--- config.mk ---
export PLATFORM = sky130hd
export DESIGN_NAME = utf8_encoder_uri_escape
export DESIGN_NICKNAME = d
export VERILOG_FILES = /design/src/hdl/u8uri_pkg.sv /design/src/hdl/u8uri_front.sv /design/src/hdl/u8uri_queue.sv /design/src/hdl/u8uri_back.sv /design/src/hdl/utf8_encoder_uri_escape.sv
export SDC_FILE = /design/constraint.sdc
export NUM_CORES = 1
export LEC_CHECK = 0
export BUFFER_PORTS_ARGS = -buffer_cell sky130_fd_sc_hd__buf_4
export CORE_UTILIZATION = 55
export CTS_CLUSTER_DIAMETER = 60
export CTS_CLUSTER_SIZE = 14
export DETAILED_ROUTE_END_ITERATION = 10
export HOLD_SLACK_MARGIN = 0.06
export PLACE_DENSITY_LB_ADDON = 0.25
export RECOVER_POWER = 100
export SYNTH_ARGS = -nofsm -noshare
export SYNTH_HDL_FRONTEND = slang
export SYNTH_HIERARCHICAL = 1
export SYNTH_SLANG_ARGS = --single-unit
--- constraint.sdc ---
create_clock -name clk -period 9.8 [get_ports clk]
set_clock_uncertainty 0.1 [all_clocks]
set_input_delay 1.96 -clock clk [delete_from_list [all_inputs] [get_ports clk]]
set_output_delay 1.96 -clock clk [all_outputs]
set_load 0.02 [all_outputs]
--- src/hdl/u8uri_pkg.sv ---
// Shared types, constants and helper functions for the UTF-8 encoder with URI escaping.
package u8uri_pkg;

  localparam int CODE_W     = 16;
  localparam int BYTE_W     = 8;
  localparam int COUNT_W    = 16;
  localparam int CFG_IDX_W  = 2;
  localparam int CFG_DATA_W = 16;
  localparam int QUEUE_DEPTH_DEF = 4;

  localparam logic [CFG_IDX_W-1:0] REG_WIDE_MODE    = 2'd0;
  localparam logic [CFG_IDX_W-1:0] REG_URI_ESCAPE   = 2'd1;
  localparam logic [CFG_IDX_W-1:0] REG_OUT_CAPACITY = 2'd2;

  localparam logic [COUNT_W-1:0] CAPACITY_RESET = 16'd256;

  localparam logic [BYTE_W-1:0] PERCENT_CHAR = 8'h25;
  localparam logic [BYTE_W-1:0] TERMINATOR   = 8'h00;

  // One queued command: up to three UTF-8 bytes, each sent raw or as %hh.
  typedef struct packed {
    logic [2:0][BYTE_W-1:0] bytes;
    logic [1:0]             nbytes;
    logic                   esc;
    logic [COUNT_W-1:0]     char_count;
    logic                   stopped;
  } cmd_t;

  function automatic logic uri_safe(input logic [BYTE_W-1:0] c);
    logic safe;
    safe = (c inside {[8'h30:8'h39], [8'h41:8'h5A], [8'h61:8'h7A]}) ||
           (c == 8'h2E) || (c == 8'h2F) || (c == 8'h3A) ||
           (c == 8'h26) || (c == 8'h5F) || (c == 8'h3F);
    return safe;
  endfunction

  function automatic logic [BYTE_W-1:0] hex_digit(input logic [3:0] nib);
    logic [BYTE_W-1:0] ch;
    if (nib < 4'd10) begin
      ch = 8'h30 + {4'd0, nib};
    end else begin
      ch = 8'h57 + {4'd0, nib};
    end
    return ch;
  endfunction

endpackage

--- src/hdl/u8uri_front.sv ---
// Front end: configuration registers, string state, room checks and command generation.
module u8uri_front (
  input  logic                             clk,
  input  logic                             rst_n,
  input  logic                             cfg_valid,
  output logic                             cfg_ready,
  input  logic [u8uri_pkg::CFG_IDX_W-1:0]  cfg_index,
  input  logic [u8uri_pkg::CFG_DATA_W-1:0] cfg_data,
  input  logic                             in_push,
  output logic                             in_full,
  input  logic [u8uri_pkg::CODE_W-1:0]     in_code_unit,
  output logic                             cmd_push,
  output u8uri_pkg::cmd_t                  cmd_data,
  input  logic                             q_full
);
  import u8uri_pkg::*;

  logic               wide_mode_r, wide_mode_nxt;
  logic               uri_escape_r, uri_escape_nxt;
  logic [COUNT_W-1:0] capacity_r, capacity_nxt;
  logic [COUNT_W-1:0] bytes_r, bytes_nxt;
  logic [COUNT_W-1:0] chars_r, chars_nxt;
  logic               stopped_r, stopped_nxt;

  logic [CODE_W-1:0]  w;
  logic               accept;
  logic               is_term;
  logic               cls1;
  logic               cls2;
  logic [1:0]         nb;
  logic [3:0]         nb3;
  logic               esc_item;
  logic               fit_plain;
  logic               fit_esc;
  logic [3:0]         nout;
  logic [COUNT_W:0]   need_plain;
  logic [COUNT_W:0]   need_esc;

  assign cfg_ready = 1'b1;
  assign in_full   = q_full;
  assign accept    = in_push && !q_full;

  always_comb begin
    w = wide_mode_r ? in_code_unit : {8'd0, in_code_unit[7:0]};
    is_term = (w == '0);
    cls1 = (w < 16'h0080);
    cls2 = (w < 16'h0800);
    nb = cls1 ? 2'd1 : (cls2 ? 2'd2 : 2'd3);
    nb3 = {1'b0, nb, 1'b0} + {2'd0, nb};
    esc_item = uri_escape_r && (!cls1 || !uri_safe(w[7:0]));
    // j < (capacity - 1) - k is the same as j + k + 1 < capacity, with no sign.
    need_plain = {1'b0, bytes_r} + {15'd0, nb};
    need_esc   = {1'b0, bytes_r} + {13'd0, nb3} + 17'd1;
    fit_plain = need_plain < {1'b0, capacity_r};
    fit_esc   = need_esc < {1'b0, capacity_r};
    nout = esc_item ? nb3 : {2'd0, nb};
  end

  always_comb begin
    bytes_nxt   = bytes_r;
    chars_nxt   = chars_r;
    stopped_nxt = stopped_r;
    cmd_push    = 1'b0;
    cmd_data.bytes      = '0;
    cmd_data.nbytes     = nb;
    cmd_data.esc        = esc_item;
    cmd_data.char_count = chars_r + 16'd1;
    cmd_data.stopped    = 1'b0;
    if (cls1) begin
      cmd_data.bytes[0] = w[7:0];
    end else if (cls2) begin
      cmd_data.bytes[0] = {3'b110, w[10:6]};
      cmd_data.bytes[1] = {2'b10, w[5:0]};
    end else begin
      cmd_data.bytes[0] = {4'b1110, w[15:12]};
      cmd_data.bytes[1] = {2'b10, w[11:6]};
      cmd_data.bytes[2] = {2'b10, w[5:0]};
    end
    if (accept) begin
      if (is_term) begin
        cmd_push            = 1'b1;
        cmd_data.bytes      = '0;
        cmd_data.bytes[0]   = TERMINATOR;
        cmd_data.nbytes     = 2'd1;
        cmd_data.esc        = 1'b0;
        cmd_data.char_count = chars_r;
        cmd_data.stopped    = stopped_r;
        bytes_nxt   = '0;
        chars_nxt   = '0;
        stopped_nxt = 1'b0;
      end else if (!stopped_r) begin
        if (!fit_plain) begin
          stopped_nxt = 1'b1;
        end else if (!esc_item || fit_esc) begin
          // An escaped character without room is silently dropped.
          cmd_push  = 1'b1;
          bytes_nxt = bytes_r + {12'd0, nout};
          chars_nxt = chars_r + 16'd1;
        end
      end
    end
  end

  always_comb begin
    wide_mode_nxt  = wide_mode_r;
    uri_escape_nxt = uri_escape_r;
    capacity_nxt   = capacity_r;
    if (cfg_valid) begin
      case (cfg_index)
        REG_WIDE_MODE:    wide_mode_nxt  = cfg_data[0];
        REG_URI_ESCAPE:   uri_escape_nxt = cfg_data[0];
        REG_OUT_CAPACITY: capacity_nxt   = cfg_data;
        default: ;
      endcase
    end
  end

  always_ff @(posedge clk) begin
    if (!rst_n) begin
      wide_mode_r  <= 1'b0;
      uri_escape_r <= 1'b0;
      capacity_r   <= CAPACITY_RESET;
      bytes_r      <= '0;
      chars_r      <= '0;
      stopped_r    <= 1'b0;
    end else begin
      wide_mode_r  <= wide_mode_nxt;
      uri_escape_r <= uri_escape_nxt;
      capacity_r   <= capacity_nxt;
      bytes_r      <= bytes_nxt;
      chars_r      <= chars_nxt;
      stopped_r    <= stopped_nxt;
    end
  end

endmodule

--- src/hdl/u8uri_queue.sv ---
// Short command queue between the front end and the byte emitter.
module u8uri_queue #(
  parameter int DEPTH = u8uri_pkg::QUEUE_DEPTH_DEF
) (
  input  logic            clk,
  input  logic            rst_n,
  input  logic            push,
  input  u8uri_pkg::cmd_t push_data,
  output logic            full,
  input  logic            pop,
  output u8uri_pkg::cmd_t head,
  output logic            empty
);
  import u8uri_pkg::*;

  localparam int PTR_W = (DEPTH > 1) ? $clog2(DEPTH) : 1;
  localparam int CNT_W = $clog2(DEPTH + 1);
  localparam logic [PTR_W-1:0] LAST_PTR = PTR_W'(DEPTH - 1);
  localparam logic [CNT_W-1:0] FULL_CNT = CNT_W'(DEPTH);

  cmd_t             mem [DEPTH];
  logic [PTR_W-1:0] wr_ptr_r, wr_ptr_nxt;
  logic [PTR_W-1:0] rd_ptr_r, rd_ptr_nxt;
  logic [CNT_W-1:0] count_r, count_nxt;
  logic             do_push;
  logic             do_pop;

  assign full    = (count_r == FULL_CNT);
  assign empty   = (count_r == '0);
  assign head    = mem[rd_ptr_r];
  assign do_push = push && !full;
  assign do_pop  = pop && !empty;

  always_comb begin
    wr_ptr_nxt = wr_ptr_r;
    rd_ptr_nxt = rd_ptr_r;
    count_nxt  = count_r;
    if (do_push) begin
      wr_ptr_nxt = (wr_ptr_r == LAST_PTR) ? '0 : wr_ptr_r + PTR_W'(1);
    end
    if (do_pop) begin
      rd_ptr_nxt = (rd_ptr_r == LAST_PTR) ? '0 : rd_ptr_r + PTR_W'(1);
    end
    if (do_push && !do_pop) begin
      count_nxt = count_r + CNT_W'(1);
    end else if (do_pop && !do_push) begin
      count_nxt = count_r - CNT_W'(1);
    end
  end

  always_ff @(posedge clk) begin
    if (do_push) begin
      mem[wr_ptr_r] <= push_data;
    end
  end

  always_ff @(posedge clk) begin
    if (!rst_n) begin
      wr_ptr_r <= '0;
      rd_ptr_r <= '0;
      count_r  <= '0;
    end else begin
      wr_ptr_r <= wr_ptr_nxt;
      rd_ptr_r <= rd_ptr_nxt;
      count_r  <= count_nxt;
    end
  end

endmodule

--- src/hdl/u8uri_back.sv ---
// Back end: expands queued commands into output register bytes, one per cycle unless stalled.
module u8uri_back (
  input  logic                                clk,
  input  logic                                rst_n,
  input  u8uri_pkg::cmd_t                     head,
  input  logic                                q_empty,
  output logic                                q_pop,
  output logic                                out_empty,
  input  logic                                out_pop,
  output logic [u8uri_pkg::BYTE_W-1:0]        out_byte,
  output logic                                out_last_byte,
  output logic [u8uri_pkg::COUNT_W-1:0]       out_char_count,
  output logic                                out_stopped_flag
);
  import u8uri_pkg::*;

  logic               valid_r, valid_nxt;
  logic [1:0]         unit_r, unit_nxt;
  logic [1:0]         sub_r, sub_nxt;
  logic [BYTE_W-1:0]  byte_r;
  logic               last_r;
  logic [COUNT_W-1:0] count_r;
  logic               stopped_r;

  logic               advance;
  logic [BYTE_W-1:0]  raw;
  logic [BYTE_W-1:0]  cur_byte;
  logic               cur_last;

  // A byte is produced when a command waits and the output register is free or being drained.
  assign advance = !q_empty && (!valid_r || out_pop);

  always_comb begin
    raw = head.bytes[unit_r];
    cur_byte = raw;
    if (head.esc) begin
      case (sub_r)
        2'd0:    cur_byte = PERCENT_CHAR;
        2'd1:    cur_byte = hex_digit(raw[7:4]);
        default: cur_byte = hex_digit(raw[3:0]);
      endcase
    end
    cur_last = (unit_r == head.nbytes - 2'd1) && (!head.esc || sub_r == 2'd2);
  end

  always_comb begin
    unit_nxt  = unit_r;
    sub_nxt   = sub_r;
    q_pop     = 1'b0;
    valid_nxt = valid_r;
    if (out_pop && valid_r) begin
      valid_nxt = 1'b0;
    end
    if (advance) begin
      valid_nxt = 1'b1;
      if (cur_last) begin
        q_pop    = 1'b1;
        unit_nxt = 2'd0;
        sub_nxt  = 2'd0;
      end else if (head.esc && sub_r != 2'd2) begin
        sub_nxt = sub_r + 2'd1;
      end else begin
        sub_nxt  = 2'd0;
        unit_nxt = unit_r + 2'd1;
      end
    end
  end

  always_ff @(posedge clk) begin
    if (advance) begin
      byte_r    <= cur_byte;
      last_r    <= cur_last;
      count_r   <= head.char_count;
      stopped_r <= head.stopped;
    end
  end

  always_ff @(posedge clk) begin
    if (!rst_n) begin
      valid_r <= 1'b0;
      unit_r  <= 2'd0;
      sub_r   <= 2'd0;
    end else begin
      valid_r <= valid_nxt;
      unit_r  <= unit_nxt;
      sub_r   <= sub_nxt;
    end
  end

  assign out_empty        = !valid_r;
  assign out_byte         = byte_r;
  assign out_last_byte    = last_r;
  assign out_char_count   = count_r;
  assign out_stopped_flag = stopped_r;

endmodule

--- src/hdl/utf8_encoder_uri_escape.sv ---
// Top level of the UTF-8 encoder with optional percent escaping.
// Each accepted code unit is encoded to one to three UTF-8 bytes, or three to nine bytes when
// percent escaping applies, and code 0 produces a single terminator byte carrying the final
// character count. The output side delivers one byte per clock while out_pop keeps up, and the
// byte emitter is what sets this rate. The front end takes one request per clock as long as the
// command queue (QUEUE_DEPTH entries) has room, so bursts of input are absorbed while earlier
// bytes drain. Characters that emit nothing (after a stop, or dropped for lack of room) take no
// queue entry and no back-end time. Configuration writes are always accepted, as cfg_ready is
// tied high, and take effect from the next request on.
module utf8_encoder_uri_escape #(
  parameter int QUEUE_DEPTH = u8uri_pkg::QUEUE_DEPTH_DEF
) (
  input  logic                             clk,
  input  logic                             rst_n,
  input  logic                             cfg_valid,
  output logic                             cfg_ready,
  input  logic [u8uri_pkg::CFG_IDX_W-1:0]  cfg_index,
  input  logic [u8uri_pkg::CFG_DATA_W-1:0] cfg_data,
  input  logic                             in_push,
  output logic                             in_full,
  input  logic [u8uri_pkg::CODE_W-1:0]     in_code_unit,
  output logic                             out_empty,
  input  logic                             out_pop,
  output logic [u8uri_pkg::BYTE_W-1:0]     out_byte,
  output logic                             out_last_byte,
  output logic [u8uri_pkg::COUNT_W-1:0]    out_char_count,
  output logic                             out_stopped_flag
);
  import u8uri_pkg::*;

  logic cmd_push;
  cmd_t cmd_data;
  logic q_full;
  logic q_pop;
  logic q_empty;
  cmd_t q_head;

  u8uri_front u_front (
    .clk          (clk),
    .rst_n        (rst_n),
    .cfg_valid    (cfg_valid),
    .cfg_ready    (cfg_ready),
    .cfg_index    (cfg_index),
    .cfg_data     (cfg_data),
    .in_push      (in_push),
    .in_full      (in_full),
    .in_code_unit (in_code_unit),
    .cmd_push     (cmd_push),
    .cmd_data     (cmd_data),
    .q_full       (q_full)
  );

  u8uri_queue #(
    .DEPTH (QUEUE_DEPTH)
  ) u_queue (
    .clk       (clk),
    .rst_n     (rst_n),
    .push      (cmd_push),
    .push_data (cmd_data),
    .full      (q_full),
    .pop       (q_pop),
    .head      (q_head),
    .empty     (q_empty)
  );

  u8uri_back u_back (
    .clk              (clk),
    .rst_n            (rst_n),
    .head             (q_head),
    .q_empty          (q_empty),
    .q_pop            (q_pop),
    .out_empty        (out_empty),
    .out_pop          (out_pop),
    .out_byte         (out_byte),
    .out_last_byte    (out_last_byte),
    .out_char_count   (out_char_count),
    .out_stopped_flag (out_stopped_flag)
  );

endmodule

==> insert_results.sql <==
INSERT INTO impl_metrics (metric_group, metric, value, unit) VALUES
('outcome', 'outcome', 'finished with violations', ''),
('placement', 'place.gp.congestion', '0.885', ''),
('clock_tree', 'worst_setup_hold_path_clk_slew', '0.06', 'ns'),
('global_route', 'via_count_of_the_first_global_routing_pass', '8344', ''),
('power', 'post-layout-total-power', '3.32', 'mW'),
('finish', 'num-nets-final', '1213', ''),
('sta', 'final_setup_violating_endpoints', '0', ''),
('clock_tree', 'clock_latency_on_the_worst_skew_pair', '0.53', 'ns'),
('clock_tree', 'cts_tree', 'done', ''),
('floorplan', 'floorplan.die_area', '24800', 'um2'),
('outcome', 'failing_checks', 'max-capacitance violations, max-slew violations', ''),
('clock_tree', 'cts-htree-levels', '1', ''),
('hold_path', 'holdCritPathClass', 'register to register', ''),
('synthesis', 'yosysTopAreaCellShare', '0.456', ''),
('clock_tree', 'clk_tree_root_cell', 'sky130_fd_sc_hd__clkbuf_16', ''),
('synthesis', 'ys_seq_area_frac', '0.554', ''),
('floorplan', 'initial_core_util', '0.563', ''),
('run', 'max_cap_violations', '2', ''),
('detailed_routing', 'wl_per_cell', '18.5', 'um'),
('synthesis', 'synth.distinct_cells', '82', ''),
('floorplan', 'floorplan.core_area', '23600', 'um2'),
('clock_tree', 'cts_setup_buffers', '0', ''),
('synthesis', 'synth_common_cells', 'sky130_fd_sc_hd__edfxtp_1 (202), sky130_fd_sc_hd__nand2_1 (135), sky130_fd_sc_hd__dfxtp_1 (65), sky130_fd_sc_hd__a21oi_1 (56), sky130_fd_sc_hd__ha_1 (53)', ''),
('detailed_routing', 'route.detailed.vias_per_inst', '5.81', ''),
('finish', 'n_antenna_cell', '0', ''),
('floorplan', 'die_height', '157', 'um'),
('synthesis', 'count_of_flip_flops_with_a_built_in_enable_after_synthesis', '202', ''),
('power', 'ir_worst_vdd', '157', 'uV'),
('clock_tree', 'cts_buffers', '25', ''),
('detailed_routing', 'postRouteWirelength', '26.9', 'mm'),
('sta', 'max_freq', '114', 'MHz'),
('synthesis', 'async_sr_flop_fraction', '0', ''),
('sta', 'final_max_slew_viol_count', '67', ''),
('synthesis', 'post-synth-top-count-cell', 'sky130_fd_sc_hd__edfxtp_1', ''),
('synthesis', 'post_synth.cell_area_avg', '12.4', 'um2'),
('detailed_routing', 'route.detailed.drc', '0', ''),
('synthesis', 'post_synth_instance_area', '13300', 'um2'),
('sta', 'max_slew.worst_pin.slew', '1.94', 'ns'),
('critical_path', 'worst-r2r-setup-slack', '2.21', 'ns'),
('synthesis', 'synth.top_cells.by_area', 'sky130_fd_sc_hd__edfxtp_1 (46%), sky130_fd_sc_hd__dfxtp_1 (9.8%), sky130_fd_sc_hd__mux4_2 (6.8%)', ''),
('clock_tree', 'cts-resized-gates', '0', ''),
('power', 'power.static_leakage', '5.22', 'nW'),
('critical_path', 'worst_ep_arrival_time', '8.92', 'ns'),
('critical_path', 'setup.worst_path.start', 'in_code_unit[13]', ''),
('sta', 'setup_slack', '1.00', 'ns'),
('placement', 'quantity_of_i_o_buffers_inserted_on_ports', '66', ''),
('synthesis', 'yosys_register_bits', '267', ''),
('critical_path', 'path_max_fanout', '28', ''),
('critical_path', 'critPathLaunchType', 'primary input', ''),
('clock_tree', 'clock_sink_count', '267', ''),
('floorplan', 'die_w', '157', 'um'),
('critical_path', 'cp_required', '9.92', 'ns'),
('power', 'power.density_cell_area', '229', 'nW/um2'),
('critical_path', 'reg2reg_from', 'u_front/wide_mode_r', ''),
('sta', 'post-route-min-period', '8.80', 'ns'),
('detailed_routing', 'detailed_route_via_count', '8452', ''),
('synthesis', 'leading_area_contributor_after_synthesis', 'sky130_fd_sc_hd__edfxtp_1', ''),
('global_route', 'grt_start_max_net_pins', '45', ''),
('critical_path', 'end_kind', 'register', ''),
('sta', 'fin_crit_sh', '0.898', ''),
('detailed_routing', 'dr.first_iter.drc_count', '542', ''),
('floorplan', 'core.rowCount', '56', ''),
('placement', 'post-place-cells', '1409', ''),
('finish', 'area_delta_synth_final', '9.14', '%'),
('sta', 'rel_slew_slack', '-0.297', ''),
('finish', 'layout_cells_sized_above_1', '0.116', ''),
('floorplan', 'ios', '68', ''),
('detailed_routing', 'first_pass_iters', '5', ''),
('placement', 'setup_slack_placement', '0.995', 'ns'),
('global_route', 'antenna_violations_before_repair', '0', ''),
('global_route', 'wire_length_of_the_first_global_routing_pass', '44.2', 'mm');
## cells in the final DEF, fill, tap and decap left out, types with 6 or more instances in the layout
cell and count:
sky130_fd_sc_hd__o21ai_0 21, sky130_fd_sc_hd__a21o_1 13, sky130_fd_sc_hd__a21oi_1 56, sky130_fd_sc_hd__nor3_1 19, sky130_fd_sc_hd__ha_1 53, sky130_fd_sc_hd__and3_1 8
sky130_fd_sc_hd__nor2_1 48, sky130_fd_sc_hd__inv_1 49, sky130_fd_sc_hd__dfxtp_1 64, sky130_fd_sc_hd__clkbuf_1 44, sky130_fd_sc_hd__nand4_1 10, sky130_fd_sc_hd__nor2b_1 12
sky130_fd_sc_hd__buf_4 40, sky130_fd_sc_hd__a21boi_0 6, sky130_fd_sc_hd__xor2_1 19, sky130_fd_sc_hd__clkbuf_16 25, sky130_fd_sc_hd__mux2i_1 22, sky130_fd_sc_hd__nand3_1 29
sky130_fd_sc_hd__xnor2_1 28, sky130_fd_sc_hd__nand2b_1 14, sky130_fd_sc_hd__nand2_1 136, sky130_fd_sc_hd__and2_0 11, sky130_fd_sc_hd__nor4_1 16, sky130_fd_sc_hd__mux4_2 40
sky130_fd_sc_hd__a31oi_1 9, sky130_fd_sc_hd__edfxtp_1 202, sky130_fd_sc_hd__or3_1 9, sky130_fd_sc_hd__o21a_1 17
## final timing paths
kind	end	cells past startpoint
setup / recovery	u_queue/mem[2][39]	24
setup reg to reg	u_queue/mem[2][39]	19
hold reg to reg	u_front/capacity_r[9]	2
hold / removal	u_front/capacity_r[9]	2
## where the power goes
part	internal (mW)	total (mW)	switching [mW]
logic	0.319	0.841	0.521
clock network	0.515	0.923	0.407
registers	1.47	1.56	0.0843
## metal layers
metal / part of all wire / wire [um] / up-vias / global-route usage
met5: 0 / 0 / - / 0
met4: 0.019 / 498 / 0 / 0.0661
met3: 0.044 / 1190 / 36 / 0.0308
met2: 0.50 / 13500 / 185 / 0.395
met1: 0.44 / 11700 / 4176 / 0.302
li1: - / - / 4055 / -
## registers in the layout, summed over array words and instances, names as in the netlist, named ones only
name / count
u_back/out_byte: 8
u_back/out_char_count: 16
u_back/out_last_byte: 1
u_back/out_stopped_flag: 1
u_back/sub_r: 2
u_back/unit_r: 2
u_back/valid_r: 1
u_front/bytes_r: 16
u_front/capacity_r: 16
u_front/chars_r: 16
u_front/stopped_r: 1
u_front/uri_escape_r: 1
u_front/wide_mode_r: 1
u_queue/count_r: 3
u_queue/mem: 176
u_queue/rd_ptr_r: 2
u_queue/wr_ptr_r: 2
## through the flow
stage                     hold WS (ns)  area (um2)
final                            0.352       14500
after global routing             0.370       14500
after CTS                        0.354       14700
after detailed placement         0.347       13900
after global placement           0.344       13900
after floorplan                  0.336       13300
## cells by family (layout without fill, tap and decap cells)
group,after synthesis,after routing,share of synthesized area
buffers and inverters,111,172,0.0426
XOR/XNOR,47,47,0.0310
multiplexers,67,67,0.0940
AO/OA/AOI/OAI,176,176,0.0914
AND/OR/NAND/NOR,347,347,0.130
adder cells (fa/ha/maj),57,57,0.0559
flip-flops,267,267,0.554
other,2,3,0.000565
## area by class of cell
class	count	area, um2	area share
well taps	319	399	0.0275
flip-flops and latches	267	7370	0.508
multi-input cells	697	5300	0.366
clock inverters	7	81.3	0.00561
repair buffers	77	482	0.0332
clock buffers	39	688	0.0474
inverters	49	184	0.0127
## worst max-delay path, stage by stage
cell	delay (ns)
sky130_fd_sc_hd__clkbuf_4	0.11
sky130_fd_sc_hd__or4_1	0.58
sky130_fd_sc_hd__o21ai_4	0.36
sky130_fd_sc_hd__inv_1	0.30
sky130_fd_sc_hd__or2_2	0.41
sky130_fd_sc_hd__inv_1	0.17
sky130_fd_sc_hd__ha_1	0.20
sky130_fd_sc_hd__o21ai_0	0.10
sky130_fd_sc_hd__nand2b_1	0.12
sky130_fd_sc_hd__a21o_1	0.14
sky130_fd_sc_hd__nor2b_1	0.36
sky130_fd_sc_hd__nand2_1	0.12
sky130_fd_sc_hd__xnor2_1	0.15
sky130_fd_sc_hd__ha_1	0.32
sky130_fd_sc_hd__a21oi_1	0.18
sky130_fd_sc_hd__nand2_1	0.08
sky130_fd_sc_hd__a221oi_1	0.30
sky130_fd_sc_hd__o2111ai_1	0.17
sky130_fd_sc_hd__o211ai_1	0.13
sky130_fd_sc_hd__buf_4	0.28
sky130_fd_sc_hd__a21o_1	0.30
sky130_fd_sc_hd__nor2b_1	0.56
sky130_fd_sc_hd__and2_0	1.17
sky130_fd_sc_hd__buf_12	0.30
(Power assumes the default switching activity.)
